--- config.mk ---
export PLATFORM = sky130hd
export DESIGN_NAME = depth_median_follow_controller_core
export DESIGN_NICKNAME = d
export VERILOG_FILES = /design/src/sv/dmf_pkg.sv /design/src/sv/depth_median_follow_controller_core.sv /design/src/sv/dmf_divider.sv /design/src/sv/dmf_datapath.sv /design/src/sv/dmf_controller.sv
export VERILOG_INCLUDE_DIRS = /design/src /design/src/sv
export SDC_FILE = /design/constraint.sdc
export NUM_CORES = 2
export LEC_CHECK = 0
export BUFFER_PORTS_ARGS = -buffer_cell sky130_fd_sc_hd__buf_2
export CORE_AREA = 2 2 477 242
export DETAILED_ROUTE_END_ITERATION = 12
export DIE_AREA = 0 0 479 244
export PLACE_DENSITY = 0.77
export SYNTH_ARGS = -nofsm -noshare
export SYNTH_HDL_FRONTEND = slang
export SYNTH_SLANG_ARGS = --single-unit
--- constraint.sdc ---
create_clock -name clk -period 20.7 [get_ports clk]
set_input_delay 0 -clock clk [delete_from_list [all_inputs] [get_ports clk]]
set_output_delay 0 -clock clk [all_outputs]
set_load 0.02 [all_outputs]
--- src/sv/depth_median_follow_controller_core_defines.svh ---
// Assertion macros shared by the depth median follow controller RTL.
// Included by the modules that carry assertions; expects clk and rst_n in scope.
`ifndef DEPTH_MEDIAN_FOLLOW_CONTROLLER_CORE_DEFINES_SVH
`define DEPTH_MEDIAN_FOLLOW_CONTROLLER_CORE_DEFINES_SVH

// The condition holds at every clock edge out of reset.
`define DMF_ASSERT_ALWAYS(lbl, cond, msg) \
    lbl: assert property (@(posedge clk) disable iff (!rst_n) (cond)) else $error(msg);

// The consequent holds in the same cycle as the antecedent.
`define DMF_ASSERT_IMPL(lbl, ante, cons, msg) \
    lbl: assert property (@(posedge clk) disable iff (!rst_n) (ante) |-> (cons)) \
        else $error(msg);

// The consequent holds in the cycle after the antecedent.
`define DMF_ASSERT_NEXT(lbl, ante, cons, msg) \
    lbl: assert property (@(posedge clk) disable iff (!rst_n) (ante) |=> (cons)) \
        else $error(msg);

`endif

--- src/sv/dmf_pkg.sv ---
// Types and constants of the depth median follow controller.
// No dependencies; every RTL module of the block refers to it by scoped names.
package dmf_pkg;

    localparam int DEPTH_W   = 14;
    localparam int NUM_W     = 27;
    localparam int DEN_W     = 14;
    localparam int CFG_IDX_W = 4;
    localparam int CFG_DAT_W = 14;

    localparam logic [15:0] DEPTH_LO_MM = 16'd100;
    localparam logic [15:0] DEPTH_HI_MM = 16'd10000;

    localparam logic [CFG_IDX_W-1:0] CFG_IMAGE_WIDTH  = 4'd0;
    localparam logic [CFG_IDX_W-1:0] CFG_IMAGE_HEIGHT = 4'd1;
    localparam logic [CFG_IDX_W-1:0] CFG_NEAR_MM      = 4'd2;
    localparam logic [CFG_IDX_W-1:0] CFG_FAR_MM       = 4'd3;
    localparam logic [CFG_IDX_W-1:0] CFG_MAX_LINEAR   = 4'd4;
    localparam logic [CFG_IDX_W-1:0] CFG_MAX_ROTATION = 4'd5;
    localparam logic [CFG_IDX_W-1:0] CFG_ROT_GAIN     = 4'd6;
    localparam logic [CFG_IDX_W-1:0] CFG_MAX_LOST     = 4'd7;

    typedef enum logic [2:0] {
        STATUS_COMMAND  = 3'd0,
        STATUS_TOO_FEW  = 3'd1,
        STATUS_NEW_LOST = 3'd2,
        STATUS_LOST     = 3'd3,
        STATUS_BAD_RECT = 3'd4
    } status_t;

    typedef enum logic [2:0] {
        ST_IDLE,
        ST_SAMPLE,
        ST_DECIDE,
        ST_SHIFT,
        ST_MUL,
        ST_LAUNCH,
        ST_DIV
    } state_t;

    typedef struct packed {
        logic [12:0] image_width;
        logic [12:0] image_height;
        logic [13:0] near_mm;
        logic [13:0] far_mm;
        logic [12:0] max_linear;
        logic [13:0] max_rotation;
        logic [9:0]  rot_gain;
        logic [7:0]  max_lost;
    } cfg_regs_t;

    typedef struct packed {
        logic    accept;
        logic    sample;
        logic    load_shift;
        logic    shift;
        logic    mul;
        logic    div_start;
        logic    miss_step;
        logic    set_lost;
        logic    emit;
        status_t result;
    } dp_cmd_t;

    typedef struct packed {
        logic last;
        logic lost;
        logic bad_rect;
        logic enough;
        logic miss_limit;
        logic shift_done;
        logic div_needed;
        logic div_done;
    } dp_stat_t;

endpackage

--- src/sv/depth_median_follow_controller_core.sv ---
// Depth median follow controller. A transaction is taken when start is high and
// busy is low. A header is taken while the block stays idle. A depth sample is
// latched, then checked and inserted into a row of sorted compare cells. The
// sample marked last closes the window and raises busy further: a failed window
// reports from the decide state; a good window walks the median down the cells,
// forms the products and, when the distance is outside the dead band, runs a
// bit-serial divider before it reports. Each result appears for one cycle with
// done high and must be taken then: the block holds nothing back for the receiver.
// Depends on dmf_pkg, dmf_controller and dmf_datapath.
module depth_median_follow_controller_core
#(
    parameter int WINDOW_RADIUS = 2,
    parameter int MIN_VALID     = 3
)
(
    input  logic                                clk,
    input  logic                                rst_n,
    input  logic                                start,
    output logic                                busy,
    input  logic                                kind,
    input  logic signed [12:0]                  rect_x,
    input  logic signed [12:0]                  rect_y,
    input  logic signed [12:0]                  rect_w,
    input  logic signed [12:0]                  rect_h,
    input  logic                                tracker_good,
    input  logic [15:0]                         depth_mm,
    input  logic                                depth_finite,
    input  logic                                last,
    input  logic                                cfg_valid,
    output logic                                cfg_ready,
    input  logic [dmf_pkg::CFG_IDX_W-1:0]       cfg_index,
    input  logic [dmf_pkg::CFG_DAT_W-1:0]       cfg_data,
    output logic                                done,
    output logic [2:0]                          status,
    output logic signed [13:0]                  linear_speed,
    output logic signed [14:0]                  rotation_speed,
    output logic [13:0]                         distance_mm,
    output logic [4:0]                          valid_count
);

    dmf_pkg::cfg_regs_t cfg_reg;
    dmf_pkg::dp_cmd_t   cmd;
    dmf_pkg::dp_stat_t  stat;

    assign cfg_ready = 1'b1;

    always_ff @(posedge clk or negedge rst_n)
    begin
        if (!rst_n)
        begin
            cfg_reg.image_width  <= 13'd640;
            cfg_reg.image_height <= 13'd480;
            cfg_reg.near_mm      <= 14'd2500;
            cfg_reg.far_mm       <= 14'd4000;
            cfg_reg.max_linear   <= 13'd500;
            cfg_reg.max_rotation <= 14'd750;
            cfg_reg.rot_gain     <= 10'd10;
            cfg_reg.max_lost     <= 8'd10;
        end
        else if (cfg_valid && cfg_ready)
        begin
            unique case (cfg_index)
                dmf_pkg::CFG_IMAGE_WIDTH:  cfg_reg.image_width  <= cfg_data[12:0];
                dmf_pkg::CFG_IMAGE_HEIGHT: cfg_reg.image_height <= cfg_data[12:0];
                dmf_pkg::CFG_NEAR_MM:      cfg_reg.near_mm      <= cfg_data;
                dmf_pkg::CFG_FAR_MM:       cfg_reg.far_mm       <= cfg_data;
                dmf_pkg::CFG_MAX_LINEAR:   cfg_reg.max_linear   <= cfg_data[12:0];
                dmf_pkg::CFG_MAX_ROTATION: cfg_reg.max_rotation <= cfg_data;
                dmf_pkg::CFG_ROT_GAIN:     cfg_reg.rot_gain     <= cfg_data[9:0];
                dmf_pkg::CFG_MAX_LOST:     cfg_reg.max_lost     <= cfg_data[7:0];
                default:
                begin
                    // Writes beyond the register list are dropped.
                end
            endcase
        end
    end

    dmf_controller u_ctrl
    (
        .clk   (clk),
        .rst_n (rst_n),
        .start (start),
        .kind  (kind),
        .stat  (stat),
        .cmd   (cmd),
        .busy  (busy)
    );

    dmf_datapath
    #(
        .WINDOW_RADIUS (WINDOW_RADIUS),
        .MIN_VALID     (MIN_VALID)
    )
    u_dp
    (
        .clk            (clk),
        .rst_n          (rst_n),
        .cmd            (cmd),
        .stat           (stat),
        .cfg            (cfg_reg),
        .kind           (kind),
        .rect_x         (rect_x),
        .rect_y         (rect_y),
        .rect_w         (rect_w),
        .rect_h         (rect_h),
        .tracker_good   (tracker_good),
        .depth_mm       (depth_mm),
        .depth_finite   (depth_finite),
        .last           (last),
        .done           (done),
        .status         (status),
        .linear_speed   (linear_speed),
        .rotation_speed (rotation_speed),
        .distance_mm    (distance_mm),
        .valid_count    (valid_count)
    );

endmodule

--- src/sv/dmf_divider.sv ---
// Restoring divider, one quotient bit per cycle, for the linear speed scaling.
// Depends on dmf_pkg for the operand widths.
module dmf_divider
(
    input  logic                        clk,
    input  logic                        rst_n,
    input  logic                        start,
    input  logic [dmf_pkg::NUM_W-1:0]   numer,
    input  logic [dmf_pkg::DEN_W-1:0]   denom,
    output logic                        done,
    output logic [dmf_pkg::NUM_W-1:0]   quotient
);

    localparam int NW = dmf_pkg::NUM_W;
    localparam int DW = dmf_pkg::DEN_W;
    localparam int CNT_W = $clog2(NW + 1);

    logic             busy_reg;
    logic             done_reg;
    logic [CNT_W-1:0] cnt_reg;
    logic [DW-1:0]    rem_reg;
    logic [NW-1:0]    quo_reg;
    logic [DW-1:0]    den_reg;

    logic [DW:0]      trial;
    logic [DW:0]      diff;
    logic             qbit;
    logic [DW-1:0]    rem_next;

    always_comb
    begin
        trial    = {rem_reg, quo_reg[NW-1]};
        diff     = trial - {1'b0, den_reg};
        qbit     = (trial >= {1'b0, den_reg});
        rem_next = qbit ? diff[DW-1:0] : trial[DW-1:0];
    end

    always_ff @(posedge clk or negedge rst_n)
    begin
        if (!rst_n)
        begin
            busy_reg <= 1'b0;
            done_reg <= 1'b0;
            cnt_reg  <= '0;
        end
        else
        begin
            done_reg <= 1'b0;
            if (start)
            begin
                busy_reg <= 1'b1;
                cnt_reg  <= '0;
            end
            else if (busy_reg)
            begin
                cnt_reg <= cnt_reg + 1'b1;
                if (cnt_reg == CNT_W'(NW - 1))
                begin
                    busy_reg <= 1'b0;
                    done_reg <= 1'b1;
                end
            end
        end
    end

    always_ff @(posedge clk)
    begin
        if (start)
        begin
            rem_reg <= '0;
            quo_reg <= numer;
            den_reg <= denom;
        end
        else if (busy_reg)
        begin
            rem_reg <= rem_next;
            quo_reg <= {quo_reg[NW-2:0], qbit};
        end
    end

    assign done     = done_reg;
    assign quotient = quo_reg;

endmodule

--- src/sv/dmf_datapath.sv ---
// Datapath: window geometry, sorted depth cells, miss tracking, speed arithmetic
// and result registers. Depends on dmf_pkg, dmf_divider and the assertion header.
`include "depth_median_follow_controller_core_defines.svh"

module dmf_datapath
#(
    parameter int WINDOW_RADIUS = 2,
    parameter int MIN_VALID     = 3
)
(
    input  logic                      clk,
    input  logic                      rst_n,
    input  dmf_pkg::dp_cmd_t          cmd,
    output dmf_pkg::dp_stat_t         stat,
    input  dmf_pkg::cfg_regs_t        cfg,
    input  logic                      kind,
    input  logic signed [12:0]        rect_x,
    input  logic signed [12:0]        rect_y,
    input  logic signed [12:0]        rect_w,
    input  logic signed [12:0]        rect_h,
    input  logic                      tracker_good,
    input  logic [15:0]               depth_mm,
    input  logic                      depth_finite,
    input  logic                      last,
    output logic                      done,
    output logic [2:0]                status,
    output logic signed [13:0]        linear_speed,
    output logic signed [14:0]        rotation_speed,
    output logic [13:0]               distance_mm,
    output logic [4:0]                valid_count
);

    localparam int SIDE  = 2 * WINDOW_RADIUS + 1;
    localparam int WIN_N = SIDE * SIDE;
    localparam int CW    = $clog2(WIN_N + 1);
    localparam int PW    = $clog2(SIDE + 1);
    localparam int DW    = dmf_pkg::DEPTH_W;

    // Latched sample.
    logic [15:0]         depth_reg;
    logic                finite_reg;
    logic                last_reg;

    // Window rectangle and its center.
    logic signed [12:0]  x_reg, y_reg, w_reg, h_reg;
    logic signed [13:0]  cx_reg, cy_reg;
    logic [PW-1:0]       col_reg, row_reg;
    logic [CW-1:0]       count_reg;
    logic [CW-1:0]       shift_cnt_reg;
    logic [7:0]          miss_reg;
    logic                lost_reg;

    // Sorted depth cells; entries at or above count_reg are stale.
    logic [DW-1:0]       cell_reg  [WIN_N];
    logic [DW-1:0]       cell_next [WIN_N];
    logic                gt        [WIN_N];

    // Speed arithmetic stage.
    logic [DW-1:0]       d_reg;
    logic                neg_reg, far_reg, need_div_reg;
    logic [dmf_pkg::NUM_W-1:0] prod_reg;
    logic [dmf_pkg::DEN_W-1:0] den_reg;
    logic signed [26:0]  rotp_reg;

    // Result registers.
    logic                done_reg;
    dmf_pkg::status_t    status_reg;
    logic signed [13:0]  lin_reg;
    logic signed [14:0]  rot_reg;
    logic [13:0]         dist_reg;
    logic [4:0]          vcount_reg;

    logic                div_done;
    logic [dmf_pkg::NUM_W-1:0] quotient;

    // Header center: x + w/2 with the halving truncated toward zero.
    logic [13:0]         wx_plus, hy_plus;
    logic [13:0]         cx_in, cy_in;

    always_comb
    begin
        wx_plus = {rect_w[12], rect_w} + {13'd0, rect_w[12]};
        hy_plus = {rect_h[12], rect_h} + {13'd0, rect_h[12]};
        cx_in   = {rect_x[12], rect_x} + {wx_plus[13], wx_plus[13:1]};
        cy_in   = {rect_y[12], rect_y} + {hy_plus[13], hy_plus[13:1]};
    end

    // Sample acceptance.
    logic [15:0] px, py;
    logic        in_window, pix_ok, depth_ok, do_insert;
    logic [DW-1:0] dnew;

    always_comb
    begin
        px = {{2{cx_reg[13]}}, cx_reg} + 16'(col_reg) - 16'(WINDOW_RADIUS);
        py = {{2{cy_reg[13]}}, cy_reg} + 16'(row_reg) - 16'(WINDOW_RADIUS);
        in_window = (row_reg < PW'(SIDE));
        pix_ok = !px[15] && (px[14:0] < {2'b00, cfg.image_width})
              && !py[15] && (py[14:0] < {2'b00, cfg.image_height});
        depth_ok = finite_reg && (depth_reg > dmf_pkg::DEPTH_LO_MM)
                && (depth_reg < dmf_pkg::DEPTH_HI_MM);
        do_insert = cmd.sample && in_window && pix_ok && depth_ok
                 && (count_reg < CW'(WIN_N));
        dnew = depth_reg[DW-1:0];
    end

    // Each cell compares against the new depth and takes it, takes its lower
    // neighbor, or holds; a shift moves every cell but the last one place toward cell 0.
    always_comb
    begin
        for (int i = 0; i < WIN_N; i++)
        begin
            gt[i] = (CW'(i) < count_reg) && (cell_reg[i] > dnew);
        end
        for (int i = 0; i < WIN_N; i++)
        begin
            cell_next[i] = cell_reg[i];
        end
        if (do_insert)
        begin
            if (gt[0] || (count_reg == '0))
            begin
                cell_next[0] = dnew;
            end
            for (int i = 1; i < WIN_N; i++)
            begin
                if (gt[i-1])
                begin
                    cell_next[i] = cell_reg[i-1];
                end
                else if (gt[i] || (CW'(i) == count_reg))
                begin
                    cell_next[i] = dnew;
                end
            end
        end
        else if (cmd.shift)
        begin
            for (int i = 0; i < WIN_N - 1; i++)
            begin
                cell_next[i] = cell_reg[i+1];
            end
        end
    end

    always_ff @(posedge clk)
    begin
        for (int i = 0; i < WIN_N; i++)
        begin
            cell_reg[i] <= cell_next[i];
        end
    end

    // Rectangle check against the image size.
    logic signed [14:0] xw, yh, wlim, hlim;
    logic               bad_rect;

    always_comb
    begin
        xw   = {{2{x_reg[12]}}, x_reg} + {{2{w_reg[12]}}, w_reg};
        yh   = {{2{y_reg[12]}}, y_reg} + {{2{h_reg[12]}}, h_reg};
        wlim = {2'b00, cfg.image_width};
        hlim = {2'b00, cfg.image_height};
        bad_rect = w_reg[12] || (w_reg == 13'sd0) || h_reg[12] || (h_reg == 13'sd0)
                || x_reg[12] || y_reg[12] || (xw > wlim) || (yh > hlim);
    end

    // Window state and miss tracking.
    always_ff @(posedge clk or negedge rst_n)
    begin
        if (!rst_n)
        begin
            x_reg         <= '0;
            y_reg         <= '0;
            w_reg         <= '0;
            h_reg         <= '0;
            cx_reg        <= '0;
            cy_reg        <= '0;
            col_reg       <= '0;
            row_reg       <= '0;
            count_reg     <= '0;
            shift_cnt_reg <= '0;
            miss_reg      <= '0;
            lost_reg      <= 1'b0;
        end
        else
        begin
            if (cmd.accept && !kind)
            begin
                x_reg     <= rect_x;
                y_reg     <= rect_y;
                w_reg     <= rect_w;
                h_reg     <= rect_h;
                cx_reg    <= cx_in;
                cy_reg    <= cy_in;
                col_reg   <= '0;
                row_reg   <= '0;
                count_reg <= '0;
                if (tracker_good)
                begin
                    miss_reg <= '0;
                    lost_reg <= 1'b0;
                end
            end
            if (cmd.sample && in_window)
            begin
                if (col_reg == PW'(SIDE - 1))
                begin
                    col_reg <= '0;
                    row_reg <= row_reg + 1'b1;
                end
                else
                begin
                    col_reg <= col_reg + 1'b1;
                end
            end
            if (do_insert)
            begin
                count_reg <= count_reg + 1'b1;
            end
            if (cmd.load_shift)
            begin
                shift_cnt_reg <= count_reg >> 1;
            end
            else if (cmd.shift)
            begin
                shift_cnt_reg <= shift_cnt_reg - 1'b1;
            end
            if (cmd.miss_step && (miss_reg != 8'hFF))
            begin
                miss_reg <= miss_reg + 1'b1;
            end
            if (cmd.set_lost)
            begin
                lost_reg <= 1'b1;
            end
            if (cmd.emit)
            begin
                col_reg   <= '0;
                row_reg   <= '0;
                count_reg <= '0;
            end
        end
    end

    // Sample latch and arithmetic operands; payload only.
    logic [DW-1:0]      d_med;
    logic               neg_in, far_in;
    logic [13:0]        lin_diff;
    logic signed [15:0] rot_err;

    always_comb
    begin
        d_med    = cell_reg[0];
        neg_in   = (d_med < cfg.near_mm);
        far_in   = !neg_in && (d_med > cfg.far_mm);
        lin_diff = neg_in ? (cfg.near_mm - d_med) : (d_med - cfg.far_mm);
        rot_err  = {{2{x_reg[12]}}, x_reg, 1'b0} + {{3{w_reg[12]}}, w_reg}
                 - {3'b000, cfg.image_width};
    end

    always_ff @(posedge clk)
    begin
        if (cmd.accept && kind)
        begin
            depth_reg  <= depth_mm;
            finite_reg <= depth_finite;
            last_reg   <= last;
        end
        if (cmd.mul)
        begin
            d_reg        <= d_med;
            neg_reg      <= neg_in;
            far_reg      <= far_in;
            need_div_reg <= neg_in || (far_in && (cfg.far_mm != '0));
            prod_reg     <= {14'd0, cfg.max_linear} * {13'd0, lin_diff};
            den_reg      <= neg_in ? cfg.near_mm : cfg.far_mm;
            rotp_reg     <= 27'(rot_err) * 27'($signed({1'b0, cfg.rot_gain}));
        end
    end

    dmf_divider u_div
    (
        .clk      (clk),
        .rst_n    (rst_n),
        .start    (cmd.div_start),
        .numer    (prod_reg),
        .denom    (den_reg),
        .done     (div_done),
        .quotient (quotient)
    );

    // Final scaling and clamps.
    logic [dmf_pkg::NUM_W-1:0] mag_full;
    logic [12:0]               mag;
    logic signed [13:0]        lin_val;
    logic signed [27:0]        rot_ext, rot_half, rot_neg, rot_max, rot_val;

    always_comb
    begin
        if (need_div_reg)
        begin
            mag_full = quotient;
        end
        else if (far_reg)
        begin
            mag_full = {14'd0, cfg.max_linear};
        end
        else
        begin
            mag_full = '0;
        end
        mag     = (mag_full > {14'd0, cfg.max_linear}) ? cfg.max_linear : mag_full[12:0];
        lin_val = neg_reg ? -$signed({1'b0, mag}) : $signed({1'b0, mag});

        rot_ext  = {rotp_reg[26], rotp_reg};
        rot_half = rot_ext[27] ? ((rot_ext + 28'sd1) >>> 1) : (rot_ext >>> 1);
        rot_neg  = -rot_half;
        rot_max  = $signed({14'd0, cfg.max_rotation});
        if (rot_neg > rot_max)
        begin
            rot_val = rot_max;
        end
        else if (rot_neg < -rot_max)
        begin
            rot_val = -rot_max;
        end
        else
        begin
            rot_val = rot_neg;
        end
    end

    always_ff @(posedge clk or negedge rst_n)
    begin
        if (!rst_n)
        begin
            done_reg <= 1'b0;
        end
        else
        begin
            done_reg <= cmd.emit;
        end
    end

    always_ff @(posedge clk)
    begin
        if (cmd.emit)
        begin
            status_reg <= cmd.result;
            unique case (cmd.result)
                dmf_pkg::STATUS_COMMAND:
                begin
                    lin_reg    <= lin_val;
                    rot_reg    <= rot_val[14:0];
                    dist_reg   <= d_reg;
                    vcount_reg <= 5'(count_reg);
                end
                dmf_pkg::STATUS_TOO_FEW, dmf_pkg::STATUS_NEW_LOST:
                begin
                    lin_reg    <= '0;
                    rot_reg    <= '0;
                    dist_reg   <= '0;
                    vcount_reg <= 5'(count_reg);
                end
                default:
                begin
                    lin_reg    <= '0;
                    rot_reg    <= '0;
                    dist_reg   <= '0;
                    vcount_reg <= '0;
                end
            endcase
        end
    end

    always_comb
    begin
        stat.last       = last_reg;
        stat.lost       = lost_reg;
        stat.bad_rect   = bad_rect;
        stat.enough     = (int'(count_reg) >= MIN_VALID);
        stat.miss_limit = (miss_reg >= cfg.max_lost);
        stat.shift_done = (shift_cnt_reg == '0);
        stat.div_needed = need_div_reg;
        stat.div_done   = div_done;
    end

    assign done           = done_reg;
    assign status         = status_reg;
    assign linear_speed   = lin_reg;
    assign rotation_speed = rot_reg;
    assign distance_mm    = dist_reg;
    assign valid_count    = vcount_reg;

    `DMF_ASSERT_NEXT(a_done_single, done_reg, !done_reg, "result strobe held for two cycles")
    `DMF_ASSERT_IMPL(a_div_den, cmd.div_start, den_reg != '0, "division started by zero")
    `DMF_ASSERT_IMPL(a_quiet_fields, done_reg && (status_reg != dmf_pkg::STATUS_COMMAND),
        (lin_reg == '0) && (rot_reg == '0) && (dist_reg == '0), "speed set without command")
    `DMF_ASSERT_ALWAYS(a_count_range, int'(count_reg) <= WIN_N, "window count overflow")

endmodule

--- src/sv/dmf_controller.sv ---
// Sequencing state machine of the depth median follow controller.
// Depends on dmf_pkg; drives the datapath through dp_cmd_t and reads dp_stat_t.
module dmf_controller
(
    input  logic               clk,
    input  logic               rst_n,
    input  logic               start,
    input  logic               kind,
    input  dmf_pkg::dp_stat_t  stat,
    output dmf_pkg::dp_cmd_t   cmd,
    output logic               busy
);

    dmf_pkg::state_t state_reg;
    dmf_pkg::state_t state_next;

    always_ff @(posedge clk or negedge rst_n)
    begin
        if (!rst_n)
        begin
            state_reg <= dmf_pkg::ST_IDLE;
        end
        else
        begin
            state_reg <= state_next;
        end
    end

    always_comb
    begin
        state_next = state_reg;
        cmd        = '0;
        cmd.result = dmf_pkg::STATUS_COMMAND;
        unique case (state_reg)
            dmf_pkg::ST_IDLE:
            begin
                if (start)
                begin
                    cmd.accept = 1'b1;
                    if (kind)
                    begin
                        state_next = dmf_pkg::ST_SAMPLE;
                    end
                end
            end
            dmf_pkg::ST_SAMPLE:
            begin
                cmd.sample = 1'b1;
                state_next = stat.last ? dmf_pkg::ST_DECIDE : dmf_pkg::ST_IDLE;
            end
            dmf_pkg::ST_DECIDE:
            begin
                if (stat.lost)
                begin
                    cmd.emit   = 1'b1;
                    cmd.result = dmf_pkg::STATUS_LOST;
                    state_next = dmf_pkg::ST_IDLE;
                end
                else if (stat.bad_rect)
                begin
                    cmd.emit   = 1'b1;
                    cmd.result = dmf_pkg::STATUS_BAD_RECT;
                    state_next = dmf_pkg::ST_IDLE;
                end
                else if (stat.enough)
                begin
                    cmd.load_shift = 1'b1;
                    state_next     = dmf_pkg::ST_SHIFT;
                end
                else
                begin
                    cmd.miss_step = 1'b1;
                    cmd.emit      = 1'b1;
                    if (stat.miss_limit)
                    begin
                        cmd.set_lost = 1'b1;
                        cmd.result   = dmf_pkg::STATUS_NEW_LOST;
                    end
                    else
                    begin
                        cmd.result = dmf_pkg::STATUS_TOO_FEW;
                    end
                    state_next = dmf_pkg::ST_IDLE;
                end
            end
            dmf_pkg::ST_SHIFT:
            begin
                // The median walks down to cell 0 one place per cycle.
                if (stat.shift_done)
                begin
                    state_next = dmf_pkg::ST_MUL;
                end
                else
                begin
                    cmd.shift = 1'b1;
                end
            end
            dmf_pkg::ST_MUL:
            begin
                cmd.mul    = 1'b1;
                state_next = dmf_pkg::ST_LAUNCH;
            end
            dmf_pkg::ST_LAUNCH:
            begin
                if (stat.div_needed)
                begin
                    cmd.div_start = 1'b1;
                    state_next    = dmf_pkg::ST_DIV;
                end
                else
                begin
                    cmd.emit   = 1'b1;
                    state_next = dmf_pkg::ST_IDLE;
                end
            end
            dmf_pkg::ST_DIV:
            begin
                if (stat.div_done)
                begin
                    cmd.emit   = 1'b1;
                    state_next = dmf_pkg::ST_IDLE;
                end
            end
            default:
            begin
                state_next = dmf_pkg::ST_IDLE;
            end
        endcase
    end

    assign busy = (state_reg != dmf_pkg::ST_IDLE);

endmodule
; ---- Word level (Yosys, flattened, before mapping)
; Memories as Yosys holds them, arrays and structs flattened.
; Cells that the tools add are included.
[word_totals]
ram_bits = 350
elab_cells = 418
mem_count = 1
output_inout_bits = 54
reg_bits = 424
[memory_table]
columns = name, words, word_bits, rd, rd_clocked_by_memory_dff, wr, line
row1 = u_dp.cell_reg, 25, 14, 25, 0, 25, dmf_datapath.sv:54  ; logic [DW-1:0] cell_reg [WIN_N];
[op_classes]
n_mux = 125
n_eq_ne = 46
magnitude_cmp = 66
mul = 2
bitwise_logic = 1
reduce_logical = 107
add_sub_neg = 25
[op_table]
columns = cell, n
row1 = 14-bit 2-to-1 mux, 54
row2 = 336-bit 2-to-1 mux, 2
row3 = 14-bit > comparator, 26
row4 = 27-bit 2-to-1 mux, 3
row5 = 13-bit by 13-bit adder with 14-bit output, 4
row6 = 3-bit 2-to-1 mux, 16
row7 = "5-bit equality test, first input constant", 9
row8 = "5-bit less-than comparator, first input constant", 9
row9 = 14-bit subtractor, 3
row10 = "4-bit by 5-bit equality test with 1-bit output, first input constant", 8
row11 = "4-bit by 5-bit less-than comparator with 1-bit output, first input constant", 8
row12 = 1-bit logical AND, 39
row13 = 13-bit 2-to-1 mux, 3
row14 = 5-bit 2-to-1 mux, 7
row15 = 1-bit logical OR, 33
row16 = "16-bit by 2-bit subtractor with 16-bit output, second input constant", 2
row17 = 14-bit by 4-bit adder with 15-bit output, 2
row18 = 15-bit by 14-bit > comparator with 1-bit output, 2
row19 = 15-bit by 13-bit less-than comparator with 1-bit output, 2
row20 = 13-bit by 2-bit adder with 14-bit output, 2
row21 = "27-bit by 2-bit adder with 28-bit output, second input constant", 1
row22 = 28-bit by 15-bit > comparator with 1-bit output, 1
row23 = 28-bit less-than comparator, 1
row24 = 28-bit 2-to-1 mux, 1
row25 = other kinds (57), 134

; ---- Depth between registers and ports, before layout
[logic_depth]
ltp_word = 14
mapped_depth = 38
depth_no_buf = 37

; ---- Modules after synthesis
; A second synthesis with hierarchy kept.
[unflattened]
cells_unflattened = 6612
area_unflattened_um2 = 68280.5
[modules_own_cells]
columns = module, cells_each, area_per_inst_um2, instances
row1 = dmf_datapath, 6067, 60785.8, 1
row2 = depth_median_follow_controller_core, 220, 3814.9, 1
row3 = dmf_divider, 284, 3340.7, 1
row4 = dmf_controller, 41, 339.1, 1

; ---- Least setup slack after synthesis
; Ideal clock, no wire load.
[synth_path]
kind = reg2reg
start = register cfg_reg[59] (netlist bit)
end = register u_dp.prod_reg[25] (netlist bit) (data pin)
t_required_ns = 20.442
path_slack_ns = 11.990
stages_incl_launch_ff = 36
arrival_ns = 8.452
setup_ns = 0.258
path_buffers = 1
path_cell_list = dfrtp_1 -> inv_1 -> ha_1 -> inv_1 -> fa_1 -> a21o_1 -> a21oi_1 -> o22ai_1 -> nor2_1 -> o21bai_1 -> a21oi_1 -> o21ai_0 -> a21oi_1 -> inv_2 -> or3_1 -> o31ai_1 -> clkbuf_1 -> nand2_1 -> fa_1 -> inv_1 -> fa_1 -> fa_1 -> inv_1 -> fa_1 -> fa_1 -> inv_1 -> ha_1 -> or4_1 -> and3_1 -> a21oi_1 -> o21ai_0 -> and3_1 -> or3_1 -> a31o_2 -> a21oi_1 -> xnor2_1
[synth_via]
elab_chain_len = 3
word_cells_on_any_way = 4
classes_between = add/sub (1) / mul (1) / order compare (1) / mux (1)
[synth_lines]
columns = item, line
row1 = "start, declared", depth_median_follow_controller_core.sv:41  ; dmf_pkg::cfg_regs_t cfg_reg;
row2 = 14-bit subtractor / 14-bit less-than comparator (equally long branches), "dmf_datapath.sv:257, dmf_datapath.sv:255"
row3 = 14-bit 2-to-1 mux *, dmf_datapath.sv:257  ; lin_diff = neg_in ? (cfg.near_mm - d_med) : (d_med - cfg.far_mm);
row4 = 13-bit by 14-bit multiplier with 27-bit output *, dmf_datapath.sv:276  ; prod_reg <= {14'd0, cfg.max_linear} * {13'd0, lin_diff};
row5 = "end signal, assigned", dmf_datapath.sv:276
row6 = "end, declared", dmf_datapath.sv:61  ; logic [dmf_pkg::NUM_W-1:0] prod_reg;
; Every way passes the cells marked *; elsewhere a longest branch is shown, timed or not.
; A chain may end at the register's enable or synchronous reset.

==> run summary <==
The number of hold violations in the final report is 0. The biggest area contributor in the post-synthesis netlist is edfxtp_1. The net count of the finished layout is 8247.

The die covers 0.117 mm^2. By startpoint and endpoint, the worst setup path is classified as reg2reg. The clock reaches the later pin of the worst-skew pair after 0.73 ns. In this run the worst path has a maximum fanout of 25. After synthesis, the most frequently instantiated cells are nand2_1 (1102), ha_1 (739), o21ai_0 (595). Sequential elements use 33.4% of the synthesized area. The kind of start point of the critical path is a flip-flop. The post-synth net total came out at 8130.

The ratio of final minimum period to clock period came out at a little under 50%. Once the clock tree was built, the setup fixing pass inserted 0 buffers. The routed via count came out at 52.9k. The most frequent cell after synthesis is nand2_1.

The distinct cell type count of the synthesized netlist came out at 102. In the synthesized netlist the async set-or-reset flop fraction comes to roughly 28%. No sink is reached through more buffers than the 3 on the longest clock path. The most used flip-flop cell after synthesis is edfxtp_1. After synthesis, the largest area contributor takes up ~25% of total cell area. The required time of the critical path is 21.14 ns. The total count of max-transition violations in the final report came out at 0. In the final layout, the share of cells above drive strength 1 is 7.76%. The number of clock sinks is 774.

The clock tree synthesis step divided the H-tree into 3 levels. The die outline width is 479 um. The tightest min-delay check is of the in2reg type.

The number of global-route vias before repair is about 52k. The average wire length per cell after detail routing came out at 20.9 um. The sum of buffers and inverters on the critical path came out at 6. The setup violation total in the final timing report came out at 0. The number of buffers added on ports is 146. The maximum number of pins on one net before global-route repair is 263.

The buffer type at the clock tree root is clkbuf_16. The cell class contributing the biggest share of worst-path delay is adder cells. The via density per instance is 6.08. The total of flip-flops plus latches after synthesis came out at between 700 and 800. Global routing finished with a remaining overflow of 0.

By area the synthesized netlist is led by edfxtp_1 (25%), ha_1 (14%), fa_1 (8.7%), dfrtp_1 (6.9%), nand2_1 (6.3%). Summing every instance area after synthesis gives between 0.06 and 0.07 mm^2. TritonCTS built the clock tree. The synthesis-to-layout area growth came out at 9.17%.

In the routed design, unresolved DRC markers number 0. The most common cell type on the critical path is fa_1. Clock-pin slew was measured on the worst setup and hold paths at 0.08 ns. The initial antenna violation count was 6. The number of clock buffers inserted by TritonCTS came out at 76. The row count is 87.

148 I/O pins were placed. Setup repair after global routing left no endpoint under its margin. The starting density of the core is 58.8%. The total negative slack is 0 ns. The count of flip-flops with a built-in enable after synthesis is 545.

The worst-path cell with the longest stage delay is a21oi_2. The number of detailed-route iterations in the first pass is 6. After the first detailed-routing iteration, the DRC count stood at 5243.

The setup skew after layout came out at 0.0645 ns. The time the final worst path needs with I/O delays and setup came out at just over 10 ns. The number of fill cells in the layout came out at 9061. The relative max-transition margin came out at 14.2%. The gate count after technology mapping came out at around 7.0k. The post-route antenna net violation count is 0.

The synthesized area per cell is 9.42 um^2. The first global-routing pass estimated 289000 um of wire. The run finished with clean final reports. Global routing used 31.0% of the available tracks across all layers.

Data arrives at the worst endpoint at between 10 and 15 ns. The die is around 240 um tall. The count of warnings emitted by yosys came out at 0. Max-cap violations in this run came to 0. STA classifies the critical path endpoint as a flip-flop. The routability congestion estimate from global placement is 0.959.

After floorplanning, the core was sized to cover 0.112 mm^2. Detailed placement ended at an HPWL of 128000 um. The transition at the pin with the smallest max-transition slack is 1.28 ns. The total wirelength of the detailed-routed design is 182000 um. The peak per-stage delay on the critical path came out at 0.84 ns. Static timing analysis puts the maximum clock frequency at 0.0993 GHz. The number of flip-flops under the largest register name is 350.
==> stage by stage <==
stage          area [um^2]  hold WS, ns  setup slack [ns]  utilization (%)  std cells
6_report             72100       0.0503             10.63             64.2       8705
3_3_place_gp         68300       0.0450             10.90             60.8       8453
5_1_grt              72100       0.0405              9.98             64.2       8705
4_1_cts              72100      0.00259             10.71             64.2       8703
2_1_floorplan        66000       -0.296             11.99                -       7011
3_5_place_dp         68300       0.0408             10.75             60.8       8453
==> cells in the final DEF (no fill, tap or decap), types with 116 or more instances in the layout <==
master | Yosys | routed
a21o_1 | 123 | 123
a21oi_1 | 303 | 302
and2_1 | 152 | 152
buf_2 | 44 | 145
dfrtp_1 | 181 | 181
edfxtp_1 | 545 | 545
fa_1 | 286 | 286
ha_1 | 739 | 739
inv_1 | 565 | 564
mux2i_1 | 334 | 334
nand2_1 | 1102 | 1101
nor2_1 | 328 | 327
nor2b_1 | 116 | 116
o21ai_0 | 595 | 594
xnor2_1 | 196 | 196
==> repair_timing <==
| action | in CTS | in global routing |
|---|---|---|
| hold buffers | 110 | 0 |
| hold endpoints to repair | 298 | 0 |
| resized for setup | 0 | 0 |
==> tightest hold or removal path: stages <==
cell	delay (ns)
dlygate4sd3_1	0.53
buf_2	0.13
nand2_1	0.05
nand2_1	0.05
==> cell type report <==
class	count	area, um^2	share of cell area (%)
Antenna cell	2	5.00	0.00694
Inverter	567	2130	2.95
Clock inverter	40	533	0.739
Clock buffer	100	2160	3.00
Multi-Input combinational cell	5355	40700	56.5
Tap cell	1513	1890	2.63
Sequential cell	774	22100	30.6
Timing Repair Buffer	354	2610	3.62
==> kinds of logic (layout without fill, tap and decap cells) <==
logic type | count (synthesis) | in the layout | synth area share [%]
flops | 774 | 774 | 33.4
simple gates | 2263 | 2263 | 16.0
mux | 432 | 432 | 6.73
xor+xnor | 272 | 272 | 3.61
buf+inv | 882 | 1061 | 5.18
fa+ha+maj | 1025 | 1025 | 22.7
other cells | 1 | 3 | 0.00568
compound gates | 1362 | 1362 | 12.4
==> layer usage <==
layer	up-vias	track usage, %	wire [um]
met3	486	4.96	13900
li1	24728	-	-
met5	-	0	0
met2	2189	50.1	82300
met1	25513	41.6	76700
met4	0	13.3	8720
==> final timing paths <==
check / start / endpoint / slack [ns] / depth (start not counted)
worst min register to register: u_dp.den_reg[10] / u_dp.u_div.den_reg[10] / 0.42 / 0
max in group asynchronous: rst_n / u_dp.done / 19.22 / 4
worst max-delay path: u_dp.cell_reg[0][0] / u_dp.prod_reg[25] / 10.63 / 34
worst min-delay path: rect_x[3] / u_dp.x_reg[3] / 0.05 / 4
worst max register to register: u_dp.cell_reg[0][0] / u_dp.prod_reg[25] / 10.63 / 34
min in group asynchronous: rst_n / cfg_reg[80] / 0.45 / 3
Power is not shown: default switching activity piles up to over one toggle a cycle in this logic, so the estimate is an artifact.
